--- config.mk ---
export PLATFORM = sky130hd
export DESIGN_NAME = usb_config_descriptor_parser_core
export DESIGN_NICKNAME = d
export VERILOG_FILES = /design/src/rtl/ucdp_pkg.sv /design/src/rtl/ucdp_parser.sv /design/src/rtl/ucdp_out_queue.sv /design/src/rtl/usb_config_descriptor_parser_core.sv
export SDC_FILE = /design/constraint.sdc
export NUM_CORES = 1
export LEC_CHECK = 0
export ABC_AREA = 1
export BUFFER_PORTS_ARGS = -buffer_cell sky130_fd_sc_hd__clkbuf_2
export CAP_MARGIN = 10
export CORE_MARGIN = 10
export CORE_UTILIZATION = 55
export DETAILED_ROUTE_END_ITERATION = 6
export PLACE_DENSITY = 0.74
export SYNTH_ARGS = -nofsm -noshare
export SYNTH_HDL_FRONTEND = slang
export SYNTH_SLANG_ARGS = --single-unit
export TNS_END_PERCENT = 100
--- constraint.sdc ---
create_clock -name clk -period 9.4 [get_ports clk]
set_input_delay 0.47 -clock clk [delete_from_list [all_inputs] [get_ports clk]]
set_output_delay 0.47 -clock clk [all_outputs]
set_load 0.02 [all_outputs]
--- src/rtl/ucdp_pkg.sv ---
// ----------------------------------------------------------------------------
// ucdp_pkg
// Shared types and constants for the USB configuration descriptor parser:
// record kinds, the result record and the record pair the parser hands on.
// ----------------------------------------------------------------------------
package ucdp_pkg;

	// Default number of endpoint table slots; slot 0 is never used.
	localparam int ENDPOINT_SLOTS_DEF = 32;

	// Length of the configuration descriptor header in bytes.
	localparam int HEADER_LEN = 9;

	// Descriptor type codes that produce records.
	localparam logic [7:0] TYPE_INTERFACE = 8'd4;
	localparam logic [7:0] TYPE_ENDPOINT  = 8'd5;

	// Depth of the result queue; it must hold two results beyond one in flight.
	localparam int QUEUE_DEPTH = 4;

	// Kind of a result record.
	typedef enum logic [1:0] {
		KIND_INTERFACE = 2'd0,
		KIND_ENDPOINT  = 2'd1,
		KIND_DONE      = 2'd2
	} kind_t;

	// One result record as it leaves the block.
	typedef struct packed {
		kind_t       kind;
		logic [4:0]  slot;
		logic [7:0]  class_code;
		logic [7:0]  subclass_code;
		logic [7:0]  ep_address;
		logic [7:0]  ep_attributes;
		logic [15:0] ep_max_packet;
		logic [7:0]  ep_interval;
		logic        status;
		logic [7:0]  config_value;
		logic [4:0]  endpoint_count;
		logic        is_last;
	} rec_t;

	// Up to two records caused by one byte, first in r0.
	typedef struct packed {
		logic [1:0] num;
		rec_t       r0;
		rec_t       r1;
	} rec_pair_t;

endpackage

--- src/rtl/ucdp_parser.sv ---
// ----------------------------------------------------------------------------
// ucdp_parser
// Parser state and record generation. On each step it consumes one byte,
// updates the header capture and descriptor walk, and presents the records
// that byte causes.
// ----------------------------------------------------------------------------
module ucdp_parser #(
	parameter int ENDPOINT_SLOTS = ucdp_pkg::ENDPOINT_SLOTS_DEF
) (
	input  logic                 clk,
	input  logic                 arst_n,
	input  logic                 step,
	input  logic [7:0]           data_byte,
	input  logic                 last_byte,
	output ucdp_pkg::rec_pair_t  recs
);

	localparam int SLOT_W = $clog2(ENDPOINT_SLOTS + 1);

	logic [15:0]       byte_position_q;
	logic [15:0]       declared_total_q;
	logic [7:0]        config_value_q;
	logic [7:0]        desc_length_q;
	logic [7:0]        desc_type_q;
	logic [7:0]        desc_offset_q;
	logic [47:0]       capture_q;
	logic              stopped_q;
	logic [SLOT_W-1:0] next_slot_q;

	logic [15:0]       pos_n;
	logic [15:0]       total_n;
	logic [7:0]        cfg_n;
	logic [7:0]        len_n;
	logic [7:0]        type_n;
	logic [7:0]        off_n;
	logic [47:0]       cap_n;
	logic              stop_n;
	logic [SLOT_W-1:0] slot_n;
	logic              walking;
	logic              complete;
	logic              desc_rec;
	ucdp_pkg::rec_t    drec;
	ucdp_pkg::rec_t    done_rec;
	logic              short_block;
	logic [31:0]       slot_wide;
	logic [31:0]       count_wide;

	// Next state of the header capture and the descriptor walk.
	always_comb begin
		total_n   = declared_total_q;
		cfg_n     = config_value_q;
		len_n     = desc_length_q;
		type_n    = desc_type_q;
		off_n     = desc_offset_q;
		cap_n     = capture_q;
		stop_n    = stopped_q;
		slot_n    = next_slot_q;
		complete  = 1'b0;
		desc_rec  = 1'b0;
		drec      = '0;
		slot_wide = 32'(next_slot_q);

		if (byte_position_q == 16'd2) begin
			total_n[7:0] = data_byte;
		end else if (byte_position_q == 16'd3) begin
			total_n[15:8] = data_byte;
		end else if (byte_position_q == 16'd5) begin
			cfg_n = data_byte;
		end

		walking = (byte_position_q >= 16'(ucdp_pkg::HEADER_LEN)) &&
			(byte_position_q < declared_total_q) && !stopped_q;

		if (walking) begin
			if (desc_offset_q == 8'd0) begin
				// A descriptor starts: its length byte.
				if ((data_byte == 8'd0) ||
					(({1'b0, byte_position_q} + {9'd0, data_byte}) >
					{1'b0, declared_total_q})) begin
					stop_n = 1'b1;
				end else begin
					len_n  = data_byte;
					type_n = 8'd0;
					cap_n  = '0;
					if (data_byte == 8'd1) begin
						complete = 1'b1;
					end else begin
						off_n = 8'd1;
					end
				end
			end else begin
				// Type byte, then the field bytes at offsets two to seven.
				if (desc_offset_q == 8'd1) begin
					type_n = data_byte;
				end
				for (int i = 0; i < 6; i++) begin
					if (desc_offset_q == 8'(i + 2)) begin
						cap_n[i*8 +: 8] = data_byte;
					end
				end
				if (({1'b0, desc_offset_q} + 9'd1) >= {1'b0, desc_length_q}) begin
					complete = 1'b1;
					off_n    = 8'd0;
				end else begin
					off_n = desc_offset_q + 8'd1;
				end
			end
		end

		// Record for a completed interface or endpoint descriptor.
		if (complete) begin
			if (type_n == ucdp_pkg::TYPE_INTERFACE) begin
				desc_rec           = 1'b1;
				drec.kind          = ucdp_pkg::KIND_INTERFACE;
				drec.class_code    = cap_n[31:24];
				drec.subclass_code = cap_n[39:32];
				drec.is_last       = !last_byte;
			end else if ((type_n == ucdp_pkg::TYPE_ENDPOINT) &&
				(slot_wide < 32'(ENDPOINT_SLOTS))) begin
				desc_rec           = 1'b1;
				drec.kind          = ucdp_pkg::KIND_ENDPOINT;
				drec.slot          = slot_wide[4:0];
				drec.ep_address    = cap_n[7:0];
				drec.ep_attributes = cap_n[15:8];
				drec.ep_max_packet = cap_n[31:16];
				drec.ep_interval   = cap_n[39:32];
				drec.is_last       = !last_byte;
				slot_n             = next_slot_q + SLOT_W'(1);
			end
		end

		if (byte_position_q != 16'hFFFF) begin
			pos_n = byte_position_q + 16'd1;
		end else begin
			pos_n = byte_position_q;
		end
	end

	// Done record on the marked last byte.
	always_comb begin
		count_wide              = 32'(slot_n) - 32'd1;
		short_block             = pos_n < 16'(ucdp_pkg::HEADER_LEN);
		done_rec                = '0;
		done_rec.kind           = ucdp_pkg::KIND_DONE;
		done_rec.status         = short_block;
		done_rec.config_value   = short_block ? 8'd0 : cfg_n;
		done_rec.endpoint_count = count_wide[4:0];
		done_rec.is_last        = 1'b1;
	end

	// Order the records: descriptor record first, done record after it.
	always_comb begin
		recs    = '0;
		recs.r0 = desc_rec ? drec : done_rec;
		recs.r1 = done_rec;
		if (desc_rec && last_byte) begin
			recs.num = 2'd2;
		end else if (desc_rec || last_byte) begin
			recs.num = 2'd1;
		end else begin
			recs.num = 2'd0;
		end
	end

	// State registers; the last byte of a block returns everything to reset.
	always_ff @(posedge clk or negedge arst_n) begin
		if (!arst_n) begin
			byte_position_q  <= '0;
			declared_total_q <= '0;
			config_value_q   <= '0;
			desc_length_q    <= '0;
			desc_type_q      <= '0;
			desc_offset_q    <= '0;
			capture_q        <= '0;
			stopped_q        <= 1'b0;
			next_slot_q      <= SLOT_W'(1);
		end else if (step) begin
			if (last_byte) begin
				byte_position_q  <= '0;
				declared_total_q <= '0;
				config_value_q   <= '0;
				desc_length_q    <= '0;
				desc_type_q      <= '0;
				desc_offset_q    <= '0;
				capture_q        <= '0;
				stopped_q        <= 1'b0;
				next_slot_q      <= SLOT_W'(1);
			end else begin
				byte_position_q  <= pos_n;
				declared_total_q <= total_n;
				config_value_q   <= cfg_n;
				desc_length_q    <= len_n;
				desc_type_q      <= type_n;
				desc_offset_q    <= off_n;
				capture_q        <= cap_n;
				stopped_q        <= stop_n;
				next_slot_q      <= slot_n;
			end
		end
	end

	// The slot counter stays within the table.
	a_slot_range: assert property (@(posedge clk) disable iff (!arst_n)
		(32'(next_slot_q) >= 32'd1) && (32'(next_slot_q) <= 32'(ENDPOINT_SLOTS)))
		else $error("endpoint slot counter out of range");

	// Inside a descriptor the offset never reaches its length.
	a_offset_in_desc: assert property (@(posedge clk) disable iff (!arst_n)
		(desc_offset_q != 8'd0) |-> (desc_offset_q < desc_length_q))
		else $error("descriptor offset past its length");

endmodule

--- src/rtl/ucdp_out_queue.sv ---
// ----------------------------------------------------------------------------
// ucdp_out_queue
// Small result queue. Takes up to two records per cycle and hands them out
// one per cycle, while out_stall is low, on the valid/stall output channel.
// ----------------------------------------------------------------------------
module ucdp_out_queue (
	input  logic                clk,
	input  logic                arst_n,
	input  ucdp_pkg::rec_pair_t push,
	output logic                room,
	output logic                out_valid,
	input  logic                out_stall,
	output ucdp_pkg::rec_t      out_rec
);

	localparam int PTR_W = $clog2(ucdp_pkg::QUEUE_DEPTH);
	localparam int CNT_W = $clog2(ucdp_pkg::QUEUE_DEPTH + 1);

	ucdp_pkg::rec_t   mem_q [ucdp_pkg::QUEUE_DEPTH];
	logic [PTR_W-1:0] wr_ptr_q;
	logic [PTR_W-1:0] rd_ptr_q;
	logic [CNT_W-1:0] count_q;
	logic             pop;

	// There is room when two more records fit.
	assign room      = count_q <= CNT_W'(ucdp_pkg::QUEUE_DEPTH - 2);
	assign out_valid = count_q != '0;
	assign out_rec   = mem_q[rd_ptr_q];
	assign pop       = out_valid && !out_stall;

	// Record storage.
	always_ff @(posedge clk) begin
		if (push.num != 2'd0) begin
			mem_q[wr_ptr_q] <= push.r0;
		end
		if (push.num == 2'd2) begin
			mem_q[wr_ptr_q + PTR_W'(1)] <= push.r1;
		end
	end

	// Pointers and fill count.
	always_ff @(posedge clk or negedge arst_n) begin
		if (!arst_n) begin
			wr_ptr_q <= '0;
			rd_ptr_q <= '0;
			count_q  <= '0;
		end else begin
			wr_ptr_q <= wr_ptr_q + PTR_W'(push.num);
			if (pop) begin
				rd_ptr_q <= rd_ptr_q + PTR_W'(1);
			end
			count_q <= count_q + CNT_W'(push.num) - CNT_W'(pop);
		end
	end

	// The fill count never exceeds the depth.
	a_count_bound: assert property (@(posedge clk) disable iff (!arst_n)
		count_q <= CNT_W'(ucdp_pkg::QUEUE_DEPTH))
		else $error("result queue overflow");

	// Records are only pushed while there is room for a pair.
	a_push_room: assert property (@(posedge clk) disable iff (!arst_n)
		(push.num != 2'd0) |-> room)
		else $error("records pushed without room");

endmodule

--- src/rtl/usb_config_descriptor_parser_core.sv ---
// ----------------------------------------------------------------------------
// usb_config_descriptor_parser_core
// Parses a USB configuration descriptor block byte by byte and emits
// interface, endpoint and done records.
// ----------------------------------------------------------------------------
// The block accepts one byte per clock cycle while in_stall is low. A byte
// is held in an input register, parsed there, and the records it causes
// (none, one, or a descriptor record followed by the done record) go to a
// four-entry result queue that delivers one record per cycle while out_stall
// is low, so a result passes the input register and then the queue. The
// input stalls only while the queue cannot take two more records, which
// happens when the output side stalls; the queue's single read port sets
// the output rate of one record per cycle.
module usb_config_descriptor_parser_core #(
	parameter int ENDPOINT_SLOTS = ucdp_pkg::ENDPOINT_SLOTS_DEF
) (
	input  logic        clk,
	input  logic        arst_n,
	input  logic        in_valid,
	output logic        in_stall,
	input  logic [7:0]  data_byte,
	input  logic        last_byte,
	output logic        out_valid,
	input  logic        out_stall,
	output logic [1:0]  kind,
	output logic [4:0]  slot,
	output logic [7:0]  class_code,
	output logic [7:0]  subclass_code,
	output logic [7:0]  ep_address,
	output logic [7:0]  ep_attributes,
	output logic [15:0] ep_max_packet,
	output logic [7:0]  ep_interval,
	output logic        status,
	output logic [7:0]  config_value,
	output logic [4:0]  endpoint_count,
	output logic        is_last
);

	logic                valid_s1;
	logic [7:0]          data_s1;
	logic                last_s1;
	logic                room;
	logic                step;
	ucdp_pkg::rec_pair_t recs;
	ucdp_pkg::rec_pair_t push;
	ucdp_pkg::rec_t      out_rec;

	// The held byte moves on when the queue has room for two records.
	assign step     = valid_s1 && room;
	assign in_stall = valid_s1 && !room;

	// Input register.
	always_ff @(posedge clk or negedge arst_n) begin
		if (!arst_n) begin
			valid_s1 <= 1'b0;
		end else if (!in_stall) begin
			valid_s1 <= in_valid;
		end
	end

	always_ff @(posedge clk) begin
		if (in_valid && !in_stall) begin
			data_s1 <= data_byte;
			last_s1 <= last_byte;
		end
	end

	ucdp_parser #(
		.ENDPOINT_SLOTS(ENDPOINT_SLOTS)
	) u_parser (
		.clk       (clk),
		.arst_n    (arst_n),
		.step      (step),
		.data_byte (data_s1),
		.last_byte (last_s1),
		.recs      (recs)
	);

	// Only a byte that actually moves on pushes its records.
	always_comb begin
		push = recs;
		if (!step) begin
			push.num = 2'd0;
		end
	end

	ucdp_out_queue u_out_queue (
		.clk       (clk),
		.arst_n    (arst_n),
		.push      (push),
		.room      (room),
		.out_valid (out_valid),
		.out_stall (out_stall),
		.out_rec   (out_rec)
	);

	// Result fields.
	assign kind           = out_rec.kind;
	assign slot           = out_rec.slot;
	assign class_code     = out_rec.class_code;
	assign subclass_code  = out_rec.subclass_code;
	assign ep_address     = out_rec.ep_address;
	assign ep_attributes  = out_rec.ep_attributes;
	assign ep_max_packet  = out_rec.ep_max_packet;
	assign ep_interval    = out_rec.ep_interval;
	assign status         = out_rec.status;
	assign config_value   = out_rec.config_value;
	assign endpoint_count = out_rec.endpoint_count;
	assign is_last        = out_rec.is_last;

endmodule

==> results.cfg, run 1 <==
[power]
peakVddDrop_uv = 418
p_total_mw = 8.09
powerDensity_mw_per_mm2 = 347
p_leak_nw = 9.46

[clock_tree]
post_cts_resized = 0
clk_pin_slew_ps = 60
worstSkewPairLatency_ps = 570
numCtsBuffers = 45
cts_setup_buffers = 0
tritoncts = built
holdBufCountCts = 1
clockBufferDepth = 3
cts_root_buf = clkbuf_16
clock_sinks = 440
htree_num_levels = 2

[setup_path]
arrival_ps = 7800
r2r-end = u_out_queue.mem_q[3][4]$_DFFE_PP_
ff2ff_path_depth = 39
path_max_fanout = 78
r2r_slack_ps = 2000
critPathKind = register to register
crit_top_cell = nand2_1
endpoint_kind = register
cpMaxStageDelayCell = or2_4
worst_path_largest_cell_delay_ps = 1050
rr_startpoint = data_s1[2]$_DFFE_PP_
required_ps = 9800
start_kind = register

[floorplanning]
initial_core_util = 0.561
ios = 93
coreArea_mm2 = 0.0378
rows = 71
die-area_mm2 = 0.0469
die_h_um = 216
die_w_um = 216

[global_routing]
antenna_found_initial = 0
grt_max_degree = 132
grt_pass1_vias = 17551
grt_pass1_wl_um = 93500
grt-ovfl-total = 0
track_usage = 0.240

[yosys]
yosys_warnings = 0
ys_seq_area_frac = 0.474
async_reset_ff_frac = 0.270
syn_inst = 2593
syn-num-nets = 2670
syn_avg_cell_area_um2 = 8.19
synth_top_area_share = 0.241
synth_cell_types = 53
netlist_area_mm2 = 0.0212
yosysMostFrequentCell = inv_1
synth_common_cells = 416 x inv_1, 345 x nand2_1, 289 x o22ai_1, 256 x dfxtp_1, 236 x a21oi_1
ys_ff_latch = 440
synth_top_area_cell = dfxtp_1
synth_edf_count = 65
synthFlopType = dfxtp_1
synth_area_leaders = dfxtp_1 24%, dfrtp_1 14%, edfxtp_1 9.2%

[drt]
first_pass_iters = 5
drc = 0
ant_nets = 0
drt-initial-drc-count = 1690
via_per_inst = 5.84
wirelength_um = 58200
vias = 18321
wire_per_inst_um = 18.6

[timing]
worst_pin_slew_ps = 1250
rsz0062_at_grt = no
tns_ps = 0
slew_viol_final = 0
relSlewSlack = 0.168
skew_ps = 13.5
min_period_over_period = 0.787
min_period_ps = 7400
hold_ws_ps = 80.6
fin_ws_ps = 2000
max_freq_ghz = 0.135
hold_violations = 0
setup_viol = 0

[min_path]
worstHoldStart = last_byte
holdPathStages = 1
holdPathEnd = last_s1$_DFFE_PP_
hold_class = primary input to register

[status]
outcome = finished clean

[layout]
final_layout_size_suffix_gt1_frac = 0.113
fill_cells = 3262
finalInstanceArea_mm2 = 0.0233
final_core_util = 0.616
instances_no_fill = 3139
final_nets = 2669
antennaDiodeCount = 0
area_delta_synth_final_pct = 9.71

[placed_design]
port_buffers = 92
placed_area_mm2 = 0.0218
preCtsSetupSlack_ps = 2020
dpl.cell_count = 3055
hpwl_um = 37300
gp_congestion = 0.924

[flow_run]
maxCapViolCount = 0
[power by group]
| group | switching (mW) | internal, mW |
|---|---|---|
| clock network | 0.745 | 1.07 |
| logic | 2.25 | 1.10 |
| registers | 0.349 | 2.58 |
| total | 3.35 | 4.75 |
[layout by cell type (no fill, tap or decap), drive strengths merged, types with 12 or more instances in the layout]
cell type	synthesis	routed
dfxtp	256	256
o21ai	221	221
o22ai	325	325
a211oi	20	20
clkbuf	105	163
a21oi	240	240
nand2	370	370
nor3	27	27
or2	21	21
nand3	39	39
buf	47	12
xor2	35	35
inv	434	434
nor2	169	169
dfrtp	118	118
edfxtp	65	65
ha	62	62
[logic make-up after synthesis]
| kind of cell | count (synthesis) | synth area share |
|---|---|---|
| fa+ha+maj | 64 | 0.0384 |
| buf+inv | 586 | 0.109 |
| flops | 440 | 0.474 |
| xor+xnor | 40 | 0.0169 |
| simple gates | 646 | 0.133 |
| compound gates | 817 | 0.230 |
[state kept, by name, indices dropped and copies added, names as in the netlist]
name                       cells
u_out_queue.rd_ptr_q           2
data_s1                        8
u_out_queue.mem_q            312
u_parser.capture_q            40
u_out_queue.count_q            3
u_parser.desc_offset_q         8
u_parser.byte_position_q      16
u_out_queue.wr_ptr_q           2
u_parser.declared_total_q     16
u_parser.stopped_q             1
last_s1                        1
u_parser.config_value_q        8
valid_s1                       1
u_parser.desc_length_q         8
u_parser.desc_type_q           8
u_parser.next_slot_q           6
[metal layers]
layer,up-vias,share of wire,GRT usage
met4,0,0.026,0.0781
met2,660,0.47,0.398
met3,102,0.067,0.0354
met1,8856,0.43,0.317
met5,-,0,0
li1,8703,-,-
[critical path, delay by kind of cell, from the launching register on]
family / cells / cell delay (ps)
and+or+nand+nor: 22 / 3980
AOI/OAI and AO/OA: 8 / 1510
DFF: 1 / 450
buffers and inverters: 5 / 320
xor gates and xnor gates: 1 / 160
adders and majority gates: 3 / 810
[area by class of cell]
| class | count | area, um2 | share of cell area |
|---|---|---|---|
| timing repair buffer | 104 | 556 | 0.0238 |
| clock buffer | 72 | 1390 | 0.0597 |
| inverter | 434 | 1640 | 0.0703 |
| sequential | 440 | 10100 | 0.432 |
| clock inverter | 11 | 120 | 0.00516 |
| tap | 511 | 639 | 0.0274 |
| multi-input combinational | 1567 | 8890 | 0.382 |
[worst max-delay path by stage]
stage / start / end / slack (ps) / cells past startpoint
finish: data_s1[2]$_DFFE_PP_ / u_out_queue.mem_q[3][4]$_DFFE_PP_ / 2000 / 39
global route: data_s1[2]$_DFFE_PP_ / u_out_queue.mem_q[3][4]$_DFFE_PP_ / 1290 / 39
CTS: data_s1[2]$_DFFE_PP_ / u_out_queue.mem_q[3][4]$_DFFE_PP_ / 2020 / 35
detailed placement: data_s1[2]$_DFFE_PP_ / u_out_queue.mem_q[3][4]$_DFFE_PP_ / 2020 / 35
global placement: data_s1[2]$_DFFE_PP_ / u_out_queue.mem_q[3][14]$_DFFE_PP_ / 2370 / 35
floorplan: data_s1[2]$_DFFE_PP_ / u_out_queue.mem_q[2][10]$_DFFE_PP_ / 3750 / 40
Note: power is estimated with default switching activity, not from simulation.
==> run 2: changes to the inputs <==
clock period = 7.35 ns   (was 9.4 ns; I/O delays follow)
==> run 2 against run 1 <==
Against the previous run: flip-flop and latch count is the same; combinational power up 30%; via count down 1.5%; power is 29% higher; worst setup slack got worse by 1300 ps; critical path depth unchanged; count of clock-buffer cells in the layout is 8 lower; die area unchanged; sequential power grew 28%; sequential share of layout area is 0.51 points lower; cell area grew 1.2%; non-clock buffer count increased by 22; critical endpoint is now u_out_queue.mem_q[0][59]$_SDFFE_PP0P_; largest cell class unchanged; highest routed layer is now met5.
==> results.cfg, run 2 (same netlist as run 1, synthesis figures left out) <==
[timing]
skew_ps = 17.1
worst_pin_slew_ps = 1090
min_period_ps = 6700
tns_ps = 0
setup_viol = 0
relSlewSlack = 0.268
max_freq_ghz = 0.149
hold_ws_ps = 195
min_period_over_period = 0.912
slew_viol_final = 0
rsz0062_at_grt = no
hold_violations = 0

[layout]
largest_register = u_out_queue.mem_q
seq_area_mm2 = 0.0101
final_layout_size_suffix_gt1_frac = 0.115
largest_registers = u_out_queue.mem_q x312, u_parser.capture_q x40
fill_cells = 3260
final_cell_mix = 413 x inv_1, 345 x nand2_1, 289 x o22ai_1, 256 x dfxtp_1, 236 x a21oi_1
final_nets = 2690
antennaDiodeCount = 0
area_delta_synth_final_pct = 11.0
layout_commonest_cell = inv_1
largest_reg_flops = 312
multi_input_area_mm2 = 0.00889

[global_routing]
grt_pass1_vias = 17134
grt_pass1_wl_um = 92800
grt-ovfl-total = 0
track_usage = 0.241
grt_max_degree = 102
antenna_found_initial = 1

[setup_path]
r2r_slack_ps = 650
crit_top_cell = nand2_1
ff2ff_path_depth = 39
r2r-end = u_out_queue.mem_q[0][59]$_SDFFE_PP0P_
endpoint_kind = register
worst-path-buf-inv = 6
path_max_fanout = 30
required_ps = 7780
rr_startpoint = data_s1[2]$_DFFE_PP_
crit_cells = 39
crit_end = u_out_queue.mem_q[0][59]$_SDFFE_PP0P_
critPathKind = register to register
worst_path_largest_cell_delay_ps = 540
start_kind = register
startpoint = data_s1[2]$_DFFE_PP_
arrival_ps = 7130
crit_family = simple AND/OR/NAND/NOR gates
cpMaxStageDelayCell = or2_4

[placed_design]
gp_congestion = 0.913
hpwl_um = 37800
port_buffers = 92

[drt]
drc = 0
wirelength_um = 58000
first_pass_iters = 5
ant_nets = 0
vias = 18048
wire_per_inst_um = 18.4
drt-initial-drc-count = 1527
via_per_inst = 5.71

[floorplanning]
coreArea_mm2 = 0.0378
die_h_um = 216
die-area_mm2 = 0.0469
initial_core_util = 0.561
ios = 93
rows = 71
die_w_um = 216

[status]
outcome = finished clean

[clock_tree]
cts_root_buf = clkbuf_16
tritoncts = built
post_cts_resized = 0
numCtsBuffers = 44
clk_pin_slew_ps = 60
worstSkewPairLatency_ps = 570
clockBufferDepth = 3
clock_sinks = 440
htree_num_levels = 2

[power]
peakVddDrop_uv = 267
p_total_mw = 10.4
p_leak_nw = 9.59
powerDensity_mw_per_mm2 = 443

[min_path]
hold_class = primary input to register

[flow_run]
maxCapViolCount = 0
## run 2: cell types whose count changed in the layout (fill, tap and decap cells not counted), sizes merged
cell | before | now
buf | 12 | 24
dlygate4sd3 | 1 | 11
clkbuf | 163 | 155
inv | 434 | 437
bufinv | 2 | 4
clkinvlp | 0 | 1
## run 2: routing by layer
layer	share of wire	global-route usage	wire, um	vias to the layer above
li1	-	-	-	8748
met1	0.43	0.323	25200	8611
met2	0.47	0.392	27300	596
met3	0.075	0.0457	4330	91
met4	0.020	0.0622	1170	2
met5	0.00029	0	17	-
## run 2: cell type report
cell class | count | area share
clock buffer | 64 | 0.0556
clock inverter | 17 | 0.00855
inverter | 434 | 0.0694
multi-input combinational | 1567 | 0.377
sequential | 440 | 0.427
tap | 511 | 0.0271
timing repair buffer | 126 | 0.0353
## run 2: report_power, final
part           total (mW)  switching, mW  internal [mW]  leakage [nW]
Combinational        4.35           2.91           1.44          4.50
Sequential           3.76          0.461           3.30          4.34
Clock                2.33          0.944           1.38         0.745
## run 2: per-stage QoR
step / std cells / instance area [um2] / worst slack [ps] / util
floorplan: 2593 / 21200 / 1700 / -
detailed placement: 3067 / 22000 / 690 / 0.580
global placement: 3067 / 22000 / 841 / 0.580
CTS: 3159 / 23600 / 685 / 0.623
global route: 3159 / 23600 / 22.7 / 0.623
finish: 3159 / 23600 / 649 / 0.623
## run 2: worst reg2reg max path, delay by kind of cell (launching register included)
kind / cells / cell delay (ps)
and+or+nand+nor: 21 / 3130
adders and majority gates: 3 / 800
buffers and inverters: 6 / 710
xor gates and xnor gates: 1 / 160
DFF: 1 / 440
AOI/OAI and AO/OA: 8 / 1310
## run 2: worst min path at each step
| stage | startpoint | endpoint | depth (start not counted) |
|---|---|---|---|
| 2_1_floorplan | arst_n | u_out_queue.count_q[0]$_DFF_PN0_ | 0 |
| 3_3_place_gp | u_out_queue.mem_q[2][77]$_SDFFE_PP1P_ | u_out_queue.mem_q[2][77]$_SDFFE_PP1P_ | 2 |
| 3_5_place_dp | u_out_queue.mem_q[0][77]$_SDFFE_PP1P_ | u_out_queue.mem_q[0][77]$_SDFFE_PP1P_ | 2 |
| 4_1_cts | out_stall | u_out_queue.rd_ptr_q[1]$_DFFE_PN0P_ | 4 |
| 5_1_grt | out_stall | u_out_queue.rd_ptr_q[0]$_DFFE_PN0P_ | 3 |
| 6_report | out_stall | u_out_queue.rd_ptr_q[1]$_DFFE_PN0P_ | 4 |
## run 2: repair_timing
item | 4_1_cts | 5_1_grt
hold buffers | 11 | 0
hold endpoints to repair | 69 | 0
buffers inserted | 0 | 0
